==> config.mk <==
export PLATFORM = sky130hd
export DESIGN_NAME = bpcs_job_fifo
export DESIGN_NICKNAME = d
export VERILOG_FILES = /design/src/bpcs_pkg.sv /design/src/bpcs_job_fifo.sv
export SDC_FILE = /design/constraint.sdc
export NUM_CORES = 1
export LEC_CHECK = 0
export BUFFER_PORTS_ARGS = -buffer_cell sky130_fd_sc_hd__buf_2
export CORE_ASPECT_RATIO = 0.7
export CORE_UTILIZATION = 55
export DETAILED_ROUTE_END_ITERATION = 10
export PLACE_DENSITY = 0.77
export SKIP_CTS_REPAIR_TIMING = 1
export SYNTH_ARGS = -nofsm -noshare
export SYNTH_HDL_FRONTEND = slang
export SYNTH_SLANG_ARGS = --single-unit
==> constraint.sdc <==
create_clock -name clk_i -period 24.5 [get_ports clk_i]
set_input_delay 1.225 -clock clk_i [delete_from_list [all_inputs] [get_ports clk_i]]
set_output_delay 1.225 -clock clk_i [all_outputs]
set_load 0.01 [all_outputs]
==> src/bpcs_pkg.sv <==
// Shared types and constants for the bicubic coefficient stencil.
package bpcs_pkg;

  localparam int unsigned MaxWidth  = 4096;
  localparam int unsigned MaxHeight = 4096;
  localparam int unsigned PixW      = 20;
  localparam int unsigned PosW      = 12;
  localparam int unsigned DimW      = 13;
  localparam int unsigned CoefW     = 29;
  localparam int unsigned TermW     = 24;
  localparam int unsigned NumBanks  = 3;
  localparam int unsigned NumCoef   = 16;
  localparam int unsigned QDepth    = 4;
  localparam int unsigned QPtrW     = 2;
  localparam int unsigned MinDim    = 3;

  typedef logic [PixW-1:0]              pix_t;
  typedef logic [PosW-1:0]              pos_t;
  typedef logic [DimW-1:0]              dim_t;
  typedef logic [3:0][3:0][PixW-1:0]    win_t;
  typedef logic signed [CoefW-1:0]      coef_t;
  typedef logic signed [TermW-1:0]      term_t;

  typedef enum logic {
    RegWidth  = 1'b0,
    RegHeight = 1'b1
  } reg_e;

  typedef struct packed {
    term_t f;
    term_t fx;
    term_t fy;
    term_t fxy;
  } pterm_t;

  typedef struct packed {
    win_t win;
    pos_t col;
    pos_t row;
    dim_t width;
    dim_t height;
    pos_t xs0;
    pos_t xs1;
    pos_t ys0;
    pos_t ys1;
    logic two_x;
    logic two_y;
  } job_t;

endpackage

==> src/bpcs_job_fifo.sv <==
// Short queue of cell jobs between the front and back ends.
module bpcs_job_fifo (
  input  logic                     clk_i,
  input  logic                     rst_ni,
  input  logic                     push_i,
  input  bpcs_pkg::job_t           job_i,
  input  logic                     pop_i,
  output logic                     empty_o,
  output logic [bpcs_pkg::QPtrW:0] count_o,
  output bpcs_pkg::job_t           head_o
);
  import bpcs_pkg::*;

  job_t mem_q [QDepth];
  logic [QPtrW-1:0] wp_q, rp_q;
  logic [QPtrW:0] cnt_q;

  assign empty_o = (cnt_q == '0);
  assign count_o = cnt_q;
  assign head_o  = mem_q[rp_q];

  always_ff @(posedge clk_i or negedge rst_ni) begin
    if (!rst_ni) begin
      wp_q  <= '0;
      rp_q  <= '0;
      cnt_q <= '0;
    end else begin
      if (push_i) begin
        wp_q <= wp_q + QPtrW'(1);
      end
      if (pop_i) begin
        rp_q <= rp_q + QPtrW'(1);
      end
      if (push_i && !pop_i) begin
        cnt_q <= cnt_q + (QPtrW+1)'(1);
      end else if (pop_i && !push_i) begin
        cnt_q <= cnt_q - (QPtrW+1)'(1);
      end
    end
  end

  always_ff @(posedge clk_i) begin
    if (push_i) begin
      mem_q[wp_q] <= job_i;
    end
  end

endmodule

; ---- Word-level counts from Yosys, hierarchy flattened
; Memories as Yosys holds them, arrays and structs flattened.
; Index checks and enable logic that the tools add are counted.
[classes]
muxes = 4
reduce_logical = 6
n_div = 0
mul = 0
n_addsub = 4
magnitude_cmp = 0
shifts = 0
eq_ne = 0
bitwise_logic = 0
[op_table]
columns = op, count
row1 = two-way mux 3 bit, 2
row2 = adder 2 x 1 -> 2 bit (second input constant), 2
row3 = adder 3 x 1 -> 3 bit (second input constant), 1
row4 = zero test 3 bit, 1
row5 = subtractor 3 x 1 -> 3 bit (second input constant), 1
row6 = logical AND 1 bit, 2
row7 = zero test 1 bit, 2
row8 = two-way mux 1 bit, 2
row9 = nonzero test 2 bit, 1
[totals]
ram_bits = 1680
word_cells = 18
latch_bits = 0
in_bits = 424
register_bits = 7
mem_bits_ro = 0
n_memories = 1
output_inout_bits = 424
[memory_table]
columns = name, words, width, read_ports, rd_clocked_by_memory_dff, write_ports, line
row1 = mem_q, 4, 420, 1, 0, 1, bpcs_job_fifo.sv:14  ; job_t mem_q [QDepth];

; ---- Logic depth before layout (Yosys ltp)
[logic_depth]
depth_word = 4
ltp_mapped = 7
depth_no_buf = 7

; ---- Least setup slack after synthesis
; No wires, ideal clock.
[synth_path]
path_kind = input to register
startpoint = in push_i
endpoint = mem mem_q[0][0] (netlist bit) (enable)
setup_ns = 0.836
setup_slack_ns = 12.998
n_path_buf = 0
stages = 1
arrival_ns = 10.666
cell_sequence = and2_1
[synth_via]
elab_chain_cells = 2
[synth_rtl]
columns = element, line
row1 = start: declaration, bpcs_job_fifo.sv:5  ; input logic push_i,
row2 = two-way mux 1 bit, bpcs_job_fifo.sv:43  ; if (push_i) begin
row3 = two-way mux 1 bit (implied by the code), bpcs_job_fifo.sv:44  ; mem_q[wp_q] <= job_i;
row4 = end: declaration, bpcs_job_fifo.sv:14
; No other way between the ends.

==> summary.md <==
| Metric | Value |
|---|---|
| Status | `complete, no violations` |
| Cell taking the most area after synthesis | `edfxtp_1` |
| P_leak | `24.23 nW` |
| WP data required | `23.27 ns` |
| CTS tree | `yes` |
| Busiest layer in global routing | `met2` |
| Post-synthesis adder-cell area fraction | `0.1353%` |
| Mapped Avg Cell Area | `27.40 sq um` |
| RSZ-0062 raised after global routing | `false` |
| Die extent in x | `400.1 um` |
| Kind of critical path | `reg2out` |
| Detailed Route Iter0 Violations | `2574` |
| DRC | `0` |
| Synth Instances | `2227` |
| Yosys reg bits | `1687` |
| Clock transition at path regs | `0.06 ns` |
| Sum Neg Setup Slack | `0 ns` |
| Total grt overflow | `0` |
| H-Tree Depth | `4` |
| Post-synthesis mux area share | `15.52%` |
| Register-to-register setup slack | `19.97 ns` |
| Initial antenna violation count | `56` |
| CTS Buf Count | `150` |
| Endpoints failing setup | `0` |
| Largest net degree at the start of global routing | `170` |
| Hold Path Class | `in2async` |
| Total GRT Usage | `23.76%` |
| GPL Wtd Cong | `0.8410` |
| CP Launch Type | `flip-flop` |
| Arrival @ worst endpoint | `5.40 ns` |
| Max_slew headroom | `6.154%` |
| # rows | `101` |
| F_max | `150.9 MHz` |
| Crit end category | `output pin` |
| Largest family of logic cells by synthesized area | `multiplexers` |
| Overall power | `8.832 mW` |
| Max-cap viol count | `0` |
| Die Footprint | `112300 sq um` |
| IO Port Bufs | `847` |
| Top post-synthesis cells by count | `edfxtp_1 (1680), mux4_2 (420), buf_6 (43)` |
| Area Growth Syn to Fin | `17.50%` |
| Pwr Density | `123.2 nW/um^2` |
| Final Critical Period | `6.627 ns` |
| Fillers | `6701` |
| Post-Syn Area | `61030 sq um` |
| Nets | `3595` |
| Skew final | `0.05492 ns` |
| Sequential-to-total area share from yosys stat | `82.95%` |
| Synthesized Nets | `2657` |
| Post-synthesis async set-or-reset flop share | `0.4149%` |
| Routed WL per cell | `28.49 um` |
| Die Y-Extent | `280.7 um` |
| Met3 Track Usage GR | `7.323%` |
| Xor/xnor share of the synthesized area | `0.08611%` |
| Final core utilization | `65.68%` |
| Clock Tree Buf Depth | `3` |
| Count leader, synth | `edfxtp_1` |
| Critical Path Fanout Max | `150` |
| EDFF count, synth | `1680` |
| Post-Synth Simple-Gate Area | `0.06765%` |
| Final WL | `135.5 mm` |
| Area of the core | `109200 sq um` |
| Initial Util | `55.90%` |
| Share of the synthesized area in the top cell type | `82.66%` |
| Via count | `27930` |
| Grt met2 use | `40.47%` |
| Worst-margin pin slew | `1.408 ns` |
| Count of pins over their slew limit | `0` |
| Boundary pin count | `848` |
| Initial DRT Pass Iterations | `5` |
| Final hold vios | `0` |
| Fin crit share | `27.05%` |
| Root Driver | `clkbuf_16` |
| Layout cells sized above 1 | `46.31%` |
| Synth Area in Compound Gates | `0.008201%` |
| Primary flip-flop cell chosen by synthesis mapping | `edfxtp_1` |
| Vias in the first global route | `29190` |
| Peak VDD IR | `0.0001068 V` |
| Synth unique cells | `18` |
| Post-route ant nets | `0` |
| CTS sink cnt | `1687` |
| First-pass GRT wire length | `192.2 mm` |
| Area contributors post-synth | `edfxtp_1 (83%), mux4_2 (15%), buf_6 (0.79%)` |
| Worst skew pair latency | `0.78 ns` |
| Post-DP HPWL | `82.96 mm` |
| GR Util met1 | `28.27%` |
| Yosys warns | `0` |
| Vias/cell | `5.871` |
## area by class of cell
| cell class | instances | area [sq um] | area share (%) |
|---|---|---|---|
| sequential | 1687 | 50630 | 70.60 |
| multi-input combinational | 442 | 9662 | 13.47 |
| timing repair buffer | 880 | 4524 | 6.309 |
| clock buffer | 179 | 3905 | 5.445 |
| tap | 1442 | 1804 | 2.516 |
| clock inverter | 90 | 1086 | 1.514 |
| antenna | 34 | 85.08 | 0.1186 |
| inverter | 4 | 15.01 | 0.02094 |
## critical path: stages, from the launching register on
cell and delay, ns:
dfrtp_4 1.03, buf_12 0.48, buf_4 0.93, buf_4 0.86, mux4_2 0.46, buf_2 0.17
## kinds of logic (layout without fill, tap and decap cells)
kind of cell	Yosys count	in the layout
simple gates	8	8
fa+ha+maj	6	6
compound gates	1	1
flops	1687	1687
xor+xnor	6	6
mux	421	421
buf+inv	98	1153
other cells	0	34
## flip-flops by register name (all words and copies together) (netlist names)
name and flops:
mem_q 1680, count_o 3, rp_q 2, wp_q 2
## cells in the final DEF (no fill, tap or decap), types with 2 or more instances in the layout
master and instances:
and2_4 4, buf_12 3, buf_2 847, buf_4 30, bufinv_16 16, clkbuf_1 27, clkbuf_16 152, clkinv_1 29
clkinv_16 7, clkinv_2 24, clkinv_8 3, clkinvlp_4 3, dfrtp_1 5, dfrtp_4 2, diode_2 34, edfxtp_1 1680
ha_1 5, inv_1 4, inv_16 2, inv_6 4, mux4_2 420, nand2_1 2, xnor2_1 2, xor2_1 4
## per-stage QoR
step / area [sq um] / setup WS, ns / hold WS (ns) / instances
2_1_floorplan: 61030 / 13.00 / 0.4914 / 2227
3_3_place_gp: 66640 / 18.83 / 0.5075 / 4455
3_5_place_dp: 66640 / 18.78 / 0.5263 / 4455
4_1_cts: 71630 / 17.95 / 0.2391 / 4724
5_1_grt: 71700 / 17.66 / 0.2562 / 4751
6_report: 71710 / 17.87 / 0.2937 / 4758
## where the power goes
part	internal (mW)	switching [mW]	leakage, nW
combinational	1.09	1.43	6.30
sequential	3.78	0.170	15.5
clock	1.33	1.04	2.42
## metal layers
layer,part of all wire (%),up-vias
met5,0.17,-
met4,3.3,38
met3,8.9,269
met2,53,1339
met1,35,14640
li1,-,11650
## final timing paths
check	startpoint	endpoint	cells past startpoint
max	rp_q[1]	head_o[105]	5
min	rst_ni	count_o[1]	1
max reg2reg	wp_q[1]	mem_q[0][219]	6
min reg2reg	wp_q[0]	wp_q[0]	1
max in group asynchronous	rst_ni	wp_q[0]	1
min in group clk_i	wp_q[0]	wp_q[0]	1
No activity file was read; power rests on OpenSTA's default activity.
